$ cat config.mk
export PLATFORM = sky130hd
export DESIGN_NAME = sha1_stream_hasher
export DESIGN_NICKNAME = d
export VERILOG_FILES = /design/src/rtl/sha1_pkg.sv /design/src/rtl/sha1_stream_hasher.sv /design/src/rtl/sha1_datapath.sv /design/src/rtl/sha1_ctrl.sv
export SDC_FILE = /design/constraint.sdc
export NUM_CORES = 2
export LEC_CHECK = 0
export BUFFER_PORTS_ARGS = -buffer_cell sky130_fd_sc_hd__buf_4
export CORE_MARGIN = 3
export CORE_UTILIZATION = 35
export CTS_CLUSTER_SIZE = 30
export DETAILED_ROUTE_END_ITERATION = 10
export GPL_ROUTABILITY_DRIVEN = 0
export GPL_TIMING_DRIVEN = 0
export PLACE_DENSITY = 0.47
export SLEW_MARGIN = 20
export SYNTH_ARGS = -nofsm -noshare
export SYNTH_HDL_FRONTEND = slang
export SYNTH_SLANG_ARGS = --single-unit
export TNS_END_PERCENT = 5
$ cat constraint.sdc
create_clock -name clk -period 5.6 [get_ports clk]
set_clock_uncertainty 0.2 [all_clocks]
set_input_delay 0.28 -clock clk [delete_from_list [all_inputs] [get_ports clk]]
set_output_delay 0.28 -clock clk [all_outputs]
set_load 0.005 [all_outputs]
$ cat src/rtl/sha1_pkg.sv
// ----------------------------------------------------------------------------
// sha1_pkg
// Shared types, constants and round helpers for the SHA-1 stream hasher.
// ----------------------------------------------------------------------------
package sha1_pkg;

    localparam logic [31:0] IV0 = 32'h67452301;
    localparam logic [31:0] IV1 = 32'hEFCDAB89;
    localparam logic [31:0] IV2 = 32'h98BADCFE;
    localparam logic [31:0] IV3 = 32'h10325476;
    localparam logic [31:0] IV4 = 32'hC3D2E1F0;
    localparam logic [7:0]  PAD_MARK = 8'h80;
    localparam int unsigned BLOCK_BYTES = 64;

    typedef enum logic [2:0] {
        ST_IDLE,
        ST_PAD,
        ST_LEN,
        ST_RUN,
        ST_OUT
    } sha1_state_t;

    // controller -> datapath
    typedef struct packed {
        logic       write_byte;  // store data byte at fill, bump counters
        logic       write_pad;   // store pad byte (mark/zero/length) at fill
        logic       pad_mark;    // pad byte is the 0x80 mark
        logic       start_run;   // load working vars from chain, round 0
        logic       round_en;    // one round
        logic       finish_run;  // add working vars into chain
        logic       reinit;      // reset chain and counters
    } sha1_cmd_t;

    // datapath -> controller
    typedef struct packed {
        logic [5:0] fill;
        logic       last_round;
    } sha1_stat_t;

    function automatic logic [31:0] rol32(input logic [31:0] x, input int unsigned n);
        rol32 = (x << n) | (x >> (32 - n));
    endfunction

endpackage

$ cat src/rtl/sha1_stream_hasher.sv
// ----------------------------------------------------------------------------
// sha1_stream_hasher
// Streaming SHA-1 hasher, one message byte per item, five digest words out.
// ----------------------------------------------------------------------------
// Input channel: in_valid/in_stall carry data_byte, byte_valid, last_byte.
// byte_valid=0 with last_byte=1 closes the message without adding a byte.
// Output channel: out_valid/out_stall carry digest_word, word_index and
// last_word; five items per message, word 0 first, last_word on word 4.
// Intake: a byte that does not complete a block is accepted without a stall.
// The byte that completes a block holds in_stall while the block is
// compressed (load, 80 rounds, add); no new byte is taken until the add.
// Closing pads one byte per cycle to the end of the block and compresses;
// with fewer than 9 bytes of room a second block is padded and compressed.
// The digest words then follow, one word per cycle while out_stall is low.
// While compressing, padding or presenting the digest, in_stall is high.
// A stalled output holds its word until taken; the block then reinitializes.
// Reset clears the chaining words to the standard initial values and the
// byte counters to zero; the block buffer needs no clearing.
module sha1_stream_hasher (
    input  logic        clk,
    input  logic        rst_n,
    input  logic        in_valid,
    output logic        in_stall,
    input  logic [7:0]  data_byte,
    input  logic        byte_valid,
    input  logic        last_byte,
    output logic        out_valid,
    input  logic        out_stall,
    output logic [31:0] digest_word,
    output logic [2:0]  word_index,
    output logic        last_word
);
    import sha1_pkg::*;

    sha1_cmd_t  cmd;
    sha1_stat_t stat;
    logic       pad_length;

    sha1_ctrl u_ctrl (
        .clk        (clk),
        .rst_n      (rst_n),
        .in_valid   (in_valid),
        .in_stall   (in_stall),
        .byte_valid (byte_valid),
        .last_byte  (last_byte),
        .out_valid  (out_valid),
        .out_stall  (out_stall),
        .word_index (word_index),
        .last_word  (last_word),
        .cmd        (cmd),
        .pad_length (pad_length),
        .stat       (stat)
    );

    sha1_datapath u_dp (
        .clk        (clk),
        .rst_n      (rst_n),
        .cmd        (cmd),
        .data_byte  (data_byte),
        .pad_length (pad_length),
        .stat       (stat),
        .rd_index   (word_index),
        .rd_word    (digest_word)
    );

endmodule

$ cat src/rtl/sha1_datapath.sv
// ----------------------------------------------------------------------------
// sha1_datapath
// Block buffer, message schedule, round logic and chaining words.
// ----------------------------------------------------------------------------
module sha1_datapath (
    input  logic                clk,
    input  logic                rst_n,
    input  sha1_pkg::sha1_cmd_t cmd,
    input  logic [7:0]          data_byte,
    input  logic                pad_length,   // length phase of padding
    output sha1_pkg::sha1_stat_t stat,
    input  logic [2:0]          rd_index,
    output logic [31:0]         rd_word
);
    import sha1_pkg::*;

    logic [5:0]  fill_reg;
    logic [60:0] msg_bytes_reg;
    logic [6:0]  round_reg;
    logic [31:0] h_reg [5];
    logic [31:0] a_reg, b_reg, c_reg, d_reg, e_reg;
    // 16-word sliding schedule window; word 0 is w[t]
    logic [31:0] w_reg [16];

    logic [63:0] bit_len;
    logic [7:0]  pad_byte;
    logic [7:0]  wr_byte;
    logic [31:0] w_new;
    logic [31:0] f_val, k_val, tmp;

    assign bit_len = {msg_bytes_reg, 3'b000};

    // length bytes occupy positions 56..63, big-endian
    always_comb
    begin
        pad_byte = 8'h00;
        if (cmd.pad_mark)
        begin
            pad_byte = PAD_MARK;
        end
        else if (pad_length && fill_reg[5:3] == 3'd7)
        begin
            pad_byte = bit_len[8*(7 - fill_reg[2:0]) +: 8];
        end
    end

    assign wr_byte = cmd.write_byte ? data_byte : pad_byte;

    always_comb
    begin
        if (round_reg < 7'd20)
        begin
            f_val = (b_reg & c_reg) | (~b_reg & d_reg);
            k_val = 32'h5A827999;
        end
        else if (round_reg < 7'd40)
        begin
            f_val = b_reg ^ c_reg ^ d_reg;
            k_val = 32'h6ED9EBA1;
        end
        else if (round_reg < 7'd60)
        begin
            f_val = (b_reg & c_reg) | (b_reg & d_reg) | (c_reg & d_reg);
            k_val = 32'h8F1BBCDC;
        end
        else
        begin
            f_val = b_reg ^ c_reg ^ d_reg;
            k_val = 32'hCA62C1D6;
        end
        tmp   = rol32(a_reg, 5) + f_val + e_reg + k_val + w_reg[0];
        w_new = rol32(w_reg[13] ^ w_reg[8] ^ w_reg[2] ^ w_reg[0], 1);
    end

    always_ff @(posedge clk or negedge rst_n)
    begin
        if (!rst_n)
        begin
            fill_reg      <= '0;
            msg_bytes_reg <= '0;
            round_reg     <= '0;
            h_reg[0] <= IV0;
            h_reg[1] <= IV1;
            h_reg[2] <= IV2;
            h_reg[3] <= IV3;
            h_reg[4] <= IV4;
        end
        else
        begin
            if (cmd.write_byte || cmd.write_pad)
            begin
                fill_reg <= fill_reg + 6'd1;
            end
            if (cmd.write_byte)
            begin
                msg_bytes_reg <= msg_bytes_reg + 61'd1;
            end
            if (cmd.start_run)
            begin
                round_reg <= 7'd0;
            end
            else if (cmd.round_en)
            begin
                round_reg <= round_reg + 7'd1;
            end
            if (cmd.finish_run)
            begin
                h_reg[0] <= h_reg[0] + a_reg;
                h_reg[1] <= h_reg[1] + b_reg;
                h_reg[2] <= h_reg[2] + c_reg;
                h_reg[3] <= h_reg[3] + d_reg;
                h_reg[4] <= h_reg[4] + e_reg;
            end
            if (cmd.reinit)
            begin
                fill_reg      <= '0;
                msg_bytes_reg <= '0;
                h_reg[0] <= IV0;
                h_reg[1] <= IV1;
                h_reg[2] <= IV2;
                h_reg[3] <= IV3;
                h_reg[4] <= IV4;
            end
        end
    end

    // working variables and schedule window: payload, no reset
    always_ff @(posedge clk)
    begin
        if (cmd.write_byte || cmd.write_pad)
        begin
            w_reg[fill_reg[5:2]][8*(3 - fill_reg[1:0]) +: 8] <= wr_byte;
        end
        if (cmd.start_run)
        begin
            a_reg <= h_reg[0];
            b_reg <= h_reg[1];
            c_reg <= h_reg[2];
            d_reg <= h_reg[3];
            e_reg <= h_reg[4];
        end
        else if (cmd.round_en)
        begin
            e_reg <= d_reg;
            d_reg <= c_reg;
            c_reg <= rol32(b_reg, 30);
            b_reg <= a_reg;
            a_reg <= tmp;
            for (int i = 0; i < 15; i++)
            begin
                w_reg[i] <= w_reg[i+1];
            end
            w_reg[15] <= w_new;
        end
    end

    assign stat.fill       = fill_reg;
    assign stat.last_round = (round_reg == 7'd80);
    assign rd_word = h_reg[rd_index];

endmodule

$ cat src/rtl/sha1_ctrl.sv
// ----------------------------------------------------------------------------
// sha1_ctrl
// Sequencer for byte intake, padding, compression and digest output.
// ----------------------------------------------------------------------------
module sha1_ctrl (
    input  logic                 clk,
    input  logic                 rst_n,
    input  logic                 in_valid,
    output logic                 in_stall,
    input  logic                 byte_valid,
    input  logic                 last_byte,
    output logic                 out_valid,
    input  logic                 out_stall,
    output logic [2:0]           word_index,
    output logic                 last_word,
    output sha1_pkg::sha1_cmd_t  cmd,
    output logic                 pad_length,
    input  sha1_pkg::sha1_stat_t stat
);
    import sha1_pkg::*;

    sha1_state_t state_reg, state_next;
    logic        closing_reg, closing_next;   // message end pending
    logic        len_reg, len_next;           // current block carries the length
    logic        mark_reg, mark_next;         // pad mark already written
    logic [2:0]  idx_reg, idx_next;
    logic        run_first_reg, run_first_next;

    always_ff @(posedge clk or negedge rst_n)
    begin
        if (!rst_n)
        begin
            state_reg     <= ST_IDLE;
            closing_reg   <= 1'b0;
            len_reg       <= 1'b0;
            mark_reg      <= 1'b0;
            idx_reg       <= '0;
            run_first_reg <= 1'b0;
        end
        else
        begin
            state_reg     <= state_next;
            closing_reg   <= closing_next;
            len_reg       <= len_next;
            mark_reg      <= mark_next;
            idx_reg       <= idx_next;
            run_first_reg <= run_first_next;
        end
    end

    always_comb
    begin
        state_next     = state_reg;
        closing_next   = closing_reg;
        len_next       = len_reg;
        mark_next      = mark_reg;
        idx_next       = idx_reg;
        run_first_next = 1'b0;
        cmd            = '0;
        in_stall       = 1'b1;
        out_valid      = 1'b0;
        unique case (state_reg)
            ST_IDLE:
            begin
                in_stall = 1'b0;
                if (in_valid)
                begin
                    cmd.write_byte = byte_valid;
                    closing_next   = last_byte;
                    len_next       = 1'b0;
                    mark_next      = 1'b0;
                    if (byte_valid && stat.fill == 6'd63)
                    begin
                        state_next     = ST_RUN;
                        run_first_next = 1'b1;
                    end
                    else if (last_byte)
                    begin
                        state_next = ST_PAD;
                    end
                end
            end
            ST_PAD:
            begin
                // mark byte at current fill; ST_LEN fills the rest with zeros (and the length, if it fits)
                cmd.write_pad = 1'b1;
                cmd.pad_mark  = 1'b1;
                mark_next     = 1'b1;
                len_next      = (stat.fill < 6'd56);
                state_next    = ST_LEN;
                if (stat.fill == 6'd63)
                begin
                    state_next     = ST_RUN;
                    run_first_next = 1'b1;
                end
            end
            ST_LEN:
            begin
                cmd.write_pad = 1'b1;
                if (stat.fill == 6'd63)
                begin
                    state_next     = ST_RUN;
                    run_first_next = 1'b1;
                end
            end
            ST_RUN:
            begin
                if (run_first_reg)
                begin
                    cmd.start_run = 1'b1;
                end
                else if (stat.last_round)
                begin
                    cmd.finish_run = 1'b1;
                    if (!closing_reg)
                    begin
                        state_next = ST_IDLE;
                    end
                    else if (len_reg)
                    begin
                        state_next = ST_OUT;
                        idx_next   = '0;
                    end
                    else if (!mark_reg)
                    begin
                        // last byte filled the block: pad a fresh one
                        state_next = ST_PAD;
                    end
                    else
                    begin
                        // no room for the length: zero block plus length
                        state_next = ST_LEN;
                        len_next   = 1'b1;
                    end
                end
                else
                begin
                    cmd.round_en = 1'b1;
                end
            end
            ST_OUT:
            begin
                out_valid = 1'b1;
                if (!out_stall)
                begin
                    idx_next = idx_reg + 3'd1;
                    if (idx_reg == 3'd4)
                    begin
                        cmd.reinit   = 1'b1;
                        closing_next = 1'b0;
                        state_next   = ST_IDLE;
                    end
                end
            end
            default:
            begin
                state_next = ST_IDLE;
            end
        endcase
    end

    assign pad_length = len_reg;
    assign word_index = idx_reg;
    assign last_word  = (idx_reg == 3'd4);

    a_out_idx_range: assert property (@(posedge clk) disable iff (!rst_n)
        out_valid |-> idx_reg <= 3'd4)
        else $error("digest index out of range");

    a_out_hold: assert property (@(posedge clk) disable iff (!rst_n)
        out_valid && out_stall |=> out_valid && $stable(idx_reg))
        else $error("stalled digest item changed");

    a_busy_stall: assert property (@(posedge clk) disable iff (!rst_n)
        state_reg != ST_IDLE |-> in_stall)
        else $error("input taken while busy");

    a_write_excl: assert property (@(posedge clk) disable iff (!rst_n)
        !(cmd.write_byte && cmd.write_pad))
        else $error("byte and pad written together");

endmodule
### Word-level counts from Yosys, hierarchy flattened

Memory sizes are Yosys's and may differ from the RTL's.
Index checks and enable logic that the tools add are counted.

* $add $sub $neg: 16
* magnitude comparators: 5
* eq/ne operators: 17
* shifts and indexed selects: 3
* muxes and demuxes: 87
* bitwise operators: 17
* reductions and logical operators: 19

Operator list (number)
* 32-bit 2-to-1 mux: 20
* 160-bit 2-to-1 mux: 2
* 32-bit adder: 9
* 32-bit XOR: 5
* 32-bit bitwise AND: 4
* 61-bit 2-to-1 mux: 2
* 32-bit binary-select mux with 3-bit select: 1
* 32-bit bitwise OR: 3
* 64-bit by 33-bit variable part select with 8-bit output: 1
* 61-bit by 1-bit adder with 61-bit output, second input constant: 1
* 3-bit 2-to-1 mux: 16
* 32-bit negation with 34-bit output: 1
* 8-bit by 34-bit variable shift with 32-bit output, first input constant: 1
* 8-bit by 34-bit variable part select with 32-bit output: 1
* 32-bit inverter: 1
* 32-bit by 1-bit bitwise OR with 32-bit output: 1
* 32-bit by 30-bit bitwise OR with 32-bit output: 1
* 32-bit by 5-bit bitwise OR with 32-bit output: 1
* 32-bit OR reduction: 1
* 31-bit 2-to-1 mux: 1
* 1-bit 2-to-1 mux: 29
* 8-bit 2-to-1 mux: 3
* 3-bit case mux with 5 select lines: 1
* 7-bit by 6-bit < comparator with 1-bit output, second input constant: 2
* 35 further kinds: 56

* bits in registers: 404
* memory bits (writable): 512
* logic and storage cells: 184
* memories kept: 1

Memory list
* u_dp.w_reg: depth 16, bits a word 32, read ports 16, clocked after Yosys merged registers in 0, wr ports 16, line sha1_datapath.sv:23 `logic [31:0] w_reg [16];`

### Logic depth before layout (Yosys ltp)

* depth in word-level cells: 12
* mapped depth: 26

### By module

Synthesis repeated with hierarchy kept, for this count alone.

* cells, all modules: 4623
* area total of the unflattened synthesis: 52829.4 um^2

By module, submodules not included
* sha1_datapath: instances 1, cells each 4547, area each 52096.2 um^2, seq. area each 26135.1 um^2
* sha1_ctrl: instances 1, cells each 76, area each 733.2 um^2, seq. area each 250.2 um^2

### Worst setup path after synthesis

OpenSTA, ideal clock, no wires.

* path type: register to register
* start point: register u_dp.round_reg[3]
* end point: register u_dp.a_reg[30] (data pin)
* library setup time: 267 ps
* arrival: 5763 ps
* setup slack: -630 ps
* stages on the path, launching flop included: 23
* buffers on the path: 2
* cell sequence: dfrtp_1 > clkbuf_1 > or2_1 > a211o_1 > nand2_1 > clkinv_1 > clkbuf_1 > a221oi_1 > fa_1 > inv_1 > fa_1 > fa_1 > ha_1 > a2111oi_0 > o21ai_0 > and3_1 > a2111oi_2 > o31ai_1 > a221oi_2 > o21ai_0 > a21oi_1 > xor2_1 > o21ai_0

* word-level cells in the longest chain between the ends: 10
* elaborated cells on any way between the ends: 15
* those cells by class: 4 x add/sub; 3 x order compare; 8 x mux

Ends and longest elaborated chain
* start: declaration: line sha1_datapath.sv:19 `logic [6:0] round_reg;`
* start signal: assignment: line sha1_datapath.sv:104 `round_reg <= round_reg + 7'd1;`
* 7-bit by 6-bit < comparator with 1-bit output: line sha1_datapath.sv:61 `else if (round_reg < 7'd60)`
* 32-bit 2-to-1 mux: line sha1_datapath.sv:61
* 32-bit 2-to-1 mux: line sha1_datapath.sv:56 `else if (round_reg < 7'd40)`
* 32-bit 2-to-1 mux: line sha1_datapath.sv:51 `if (round_reg < 7'd20)`
* 32-bit adder (2 in series): line sha1_datapath.sv:71 `tmp = rol32(a_reg, 5) + f_val + e_reg + k_val + w_reg[0];`
* 32-bit adder * (2 in series): line sha1_datapath.sv:71
* 32-bit 2-to-1 mux *: line sha1_datapath.sv:142 `else if (cmd.round_en)`
* 32-bit 2-to-1 mux *: line sha1_datapath.sv:134 `if (cmd.start_run)`
* end signal: assignment: line sha1_datapath.sv:136 `a_reg <= h_reg[0];`
* end signal: assignment: line sha1_datapath.sv:148 `a_reg <= tmp;`
* end: declaration: line sha1_datapath.sv:21 `logic [31:0] a_reg, b_reg, c_reg, d_reg, e_reg;`

Mark *: on every way between the ends. The rest lies on a longest branch, timed or not. The select of a mux whose other input is x is not followed.
A chain may end at the register's enable or synchronous reset.

### Final worst setup path

Ends and elaborated chain as after synthesis.

==> results.md <==
Min path:
- Counting instances, the worst hold path has a depth of 1.
- The worst hold path belongs to the class register to register.
- The capture endpoint of the worst hold path is u_dp.w_reg[14][18].
- The startpoint identified for the worst hold timing path is u_dp.w_reg[15][18].

Synthesis:
- The post-synthesis sequential area ratio is 0.502.
- The fraction of registers with async set/reset is 0.266.
- The cell area after technology mapping is 52500 µm².
- The cell count after synthesis is 4827.
- Counting flops with a built-in enable in the synthesized netlist gives 672.
- The count of distinct cell types in the synthesized netlist is 96.
- After synthesis the netlist holds a flip-flop and latch count of 916.
- The number of nets produced by synthesis is 5169.
- The number of warning messages in the yosys log is 0.
- Each instance of the synthesized netlist takes up on average 10.9 µm².
- Among all flip-flop cells after synthesis, the most frequent one is edfxtp_1.

Finish:
- The finished cells cover 61000 µm².
- Summing all multi-input logic gate instances after layout gives 24900 µm².
- Counting the fill cells in the layout gives 14500.
- The number of flip-flops under the largest register name is 512.
- The final cell utilization of the core is 0.411.
- In the final layout, the share of cells above drive strength 1 is 0.128.
- The sequential cells in the finished layout cover a total of 26400 µm².
- The synthesis-to-layout area growth is 16.1%.
- The final cell count without fillers is 7199.
- After the last flow step, the layout net total stands at 5444.

STA:
- The relative slew slack is 0.191.
- The count of final hold-check violations is 0.
- The highest clock rate is 161 MHz.
- At the pin with the least slew margin, the transition time is 1.20 ns.
- The minimum clock period after layout is 6.20 ns.
- The number of pins with negative max-slew slack in the final report is 0.
- The number of endpoints failing setup at the final stage is 18.
- The share of the clock period used by the worst path is 1.11.
- Setup repair after global routing could not meet its margin everywhere.
- Once routing completed, OpenROAD measured the worst setup slack at -0.598 ns.

Placed design:
- The wire-length estimate of the detail-placed layout is 154000 µm.
- The number of buffer cells added on primary ports is 51.
- Summing all placed instances gives a cell area of 56400 µm².
- Counting tap cells, the placed design contains a total of 6939 instances.
- The worst setup slack after placement is -2.27 ns.

Die:
- Measured along the y axis, the die boundary spans 393 µm.
- The number of top-level pins is 52.
- The die covers 155000 µm².
- The initial utilization of the core area, before any placement, comes to 0.354.
- The placeable core area is 148000 µm².
- The overall die width is 393 µm.
- After floorplanning, the core was divided into 141 placement rows.

Status:
- The run finished, with violations left.
- The final reports fail on negative setup slack.

Route:
- The number of DRC violations after detailed routing is 0.
- Dividing the detail-routed via count by the number of cells gives 5.55.
- The overall via count from detail_route is 39900.
- The first routing iteration left 3602 violations.
- The total length of routed wires is 203000 µm.
- The number of optimization iterations in the first detailed-route pass is 5.
- The residual antenna-violating net count after detailed routing is 0.
- Dividing the detail-routed wire length by the instance count gives 28.2 µm.

Flow run:
- The number of max-cap violations is 0.

Clock network:
- The maximum count of clock buffers along a single path is 3.
- The buffer cell driving the clock tree root is clkbuf_16.
- The number of clock sinks is 916.
- TritonCTS built the clock tree.
- The number of clock buffers inserted by TritonCTS is 106.
- The level count of the clock H-tree is 3.
- For the worst-skew pair, the clock arrives at the later sink with an insertion delay of 0.76 ns.
- The clock-pin slew of the registers on the worst-case setup and hold paths is 0.06 ns.

Worst setup path:
- In this run the critical register-to-register path is captured at u_dp.a_reg[30].
- The required time of the critical path is 5.85 ns.
- The startpoint identified for the worst register-to-register timing path is u_dp.round_reg[3].
- The worst path arrival time is 6.45 ns.
- The startpoint-to-endpoint class of the critical path is register to register.
- The largest fanout on the critical path is 7.
- The register-to-register setup slack is -0.60 ns.
- The sort of element at the end of the critical path is a register.
- The critical path launch point type is a register.
- For the worst flop-to-flop path, the logic depth is 26.

Global routing:
- The global-route track usage on met2 is 0.429.
- In the global route stage, met1 resource usage came out at 0.338.
- The number of global-route vias before repair is 39400.
- The first-pass GRT wire length is 290000 µm.
- Across every metal layer, demand over resource in global routing totals 0.258.
- The sum of overflow across all layers after global routing is 0.
- The number of antenna violations at the first check in global routing is 8.
- The busiest metal layer after global routing is met2.
- The pin count of the biggest net entering global routing is 85.
- For met3 alone, demand over resource in global routing was 0.0329.

Power and ir drop:
- Total power for the finished layout comes to 46.5 mW.
- The power per standard cell area is 762 nW/µm².
- For this design the static power due to leakage is 27.4 nW.
- The worst IR drop on VDD is 0.721 mV.
[final cells by class]
type	count	area share
Sequential cell	916	0.433
Multi-Input combinational cell	3392	0.408
Clock buffer	149	0.0486
Tap cell	2002	0.0411
Timing Repair Buffer	169	0.0247
Buffer	243	0.0187
Inverter	274	0.0173
Clock inverter	51	0.00894
Antenna cell	3	0.000123
[where the power goes]
part	internal, mW	total [mW]	switching, mW
sequential	10.9	12.5	1.59
combinational	11.1	26.8	15.7
clock	4.00	7.13	3.13
total	26.0	46.5	20.4
[timing repair]
action / in CTS / in global routing
hold buffers: 16 / 0
hold endpoints to repair: 212 / 0
gates resized for setup: 77 / 56
endpoints found under the setup margin: 30 / 25
buffers inserted: 31 / 12
pin swaps: 29 / 44
[logic make-up after synthesis]
logic type      count (synthesis)  synth area share
compound gates               1416             0.177
xor+xnor                      317            0.0528
fa+ha+maj                     328            0.0951
buf+inv                       519            0.0387
flops                         916             0.502
mux                            89            0.0277
simple gates                 1242             0.107
[worst max-delay path, cell delays in order, from the launching register on]
cell       delay (ns)
dfrtp_2          0.42
or2_4            0.26
a211o_4          0.41
nand2_8          0.16
buf_4            0.13
buf_4            0.11
buf_12           0.10
clkbuf_16        0.16
o221ai_2         0.15
fa_1             0.51
inv_1            0.05
fa_1             0.52
inv_2            0.08
fa_1             0.50
inv_1            0.06
ha_4             0.27
a21o_1           0.17
a21oi_2          0.14
inv_1            0.08
a2111oi_4        0.28
buf_6            0.18
o31ai_4          0.07
a221oi_2         0.38
o21ai_1          0.10
a21oi_1          0.17
xor2_1           0.17
o21ai_1          0.07
[cells in the final DEF (no fill, tap or decap), types with 24 or more instances in the layout]
master | Yosys | routed
a21o_1 | 569 | 569
a21oi_1 | 229 | 212
and3_1 | 28 | 27
buf_2 | 40 | 42
buf_4 | 1 | 128
clkbuf_1 | 187 | 198
clkbuf_16 | 0 | 110
dfrtp_1 | 164 | 161
dfstp_2 | 80 | 80
edfxtp_1 | 672 | 672
fa_1 | 119 | 115
ha_1 | 209 | 194
inv_1 | 273 | 263
mux2i_1 | 41 | 41
mux4_2 | 45 | 45
nand2_1 | 566 | 563
nand2b_1 | 33 | 33
nand3_1 | 141 | 141
nor2_1 | 237 | 232
nor2b_1 | 26 | 26
nor3_1 | 89 | 87
o21ai_0 | 349 | 269
o21ai_1 | 3 | 47
o21ai_2 | 0 | 34
o22ai_1 | 36 | 36
or3_1 | 24 | 24
xnor2_1 | 193 | 190
xor2_1 | 124 | 122
[how the worst max path moves through the flow]
stage                       from        endpoint  slack (ns)  cells after the start
2_1_floorplan  u_dp.round_reg[3]  u_dp.a_reg[30]       -0.03                     23
3_3_place_gp   u_dp.round_reg[4]  u_dp.a_reg[29]       -2.42                     23
3_5_place_dp   u_dp.round_reg[3]  u_dp.a_reg[29]       -2.27                     22
4_1_cts        u_dp.round_reg[2]  u_dp.a_reg[30]       -0.73                     24
5_1_grt        u_dp.round_reg[3]  u_dp.a_reg[30]       -0.80                     26
6_report       u_dp.round_reg[3]  u_dp.a_reg[30]       -0.60                     26
[layer usage]
layer | up-vias | part of all wire
met3 | 356 | 0.051
met4 | 2 | 0.050
met1 | 20300 | 0.42
met5 | - | 0.000064
met2 | 1325 | 0.48
li1 | 18000 | -
[metrics by stage]
| stage | hold WS, ns | setup TNS, ns |
|---|---|---|
| floorplan | -0.216 | -0.0253 |
| global placement | 0.296 | -412.43 |
| detailed placement | -0.0477 | -40.08 |
| CTS | 0.290 | -8.21 |
| global route | 0.317 | -10.37 |
| finish | 0.301 | -6.69 |
[cell usage after synthesis, types with 21 or more instances]
master,count,area share
a211oi_1,25,0.0036
a21o_1,569,0.081
a21oi_1,229,0.022
a31oi_1,25,0.0030
and3_1,28,0.0033
buf_2,40,0.0038
clkbuf_1,187,0.013
dfrtp_1,164,0.078
dfstp_2,80,0.040
edfxtp_1,672,0.38
fa_1,119,0.045
ha_1,209,0.050
inv_1,273,0.020
mux2i_1,41,0.0078
mux4_2,45,0.019
nand2_1,566,0.040
nand2b_1,33,0.0039
nand3_1,141,0.013
nand4_1,23,0.0027
nor2_1,237,0.017
nor2b_1,26,0.0031
nor3_1,89,0.0085
o21a_1,24,0.0034
o21ai_0,349,0.033
o21bai_1,21,0.0030
o22ai_1,36,0.0043
o31ai_1,24,0.0034
or3_1,24,0.0029
xnor2_1,193,0.032
xor2_1,124,0.021
(Power assumes the default switching activity.)
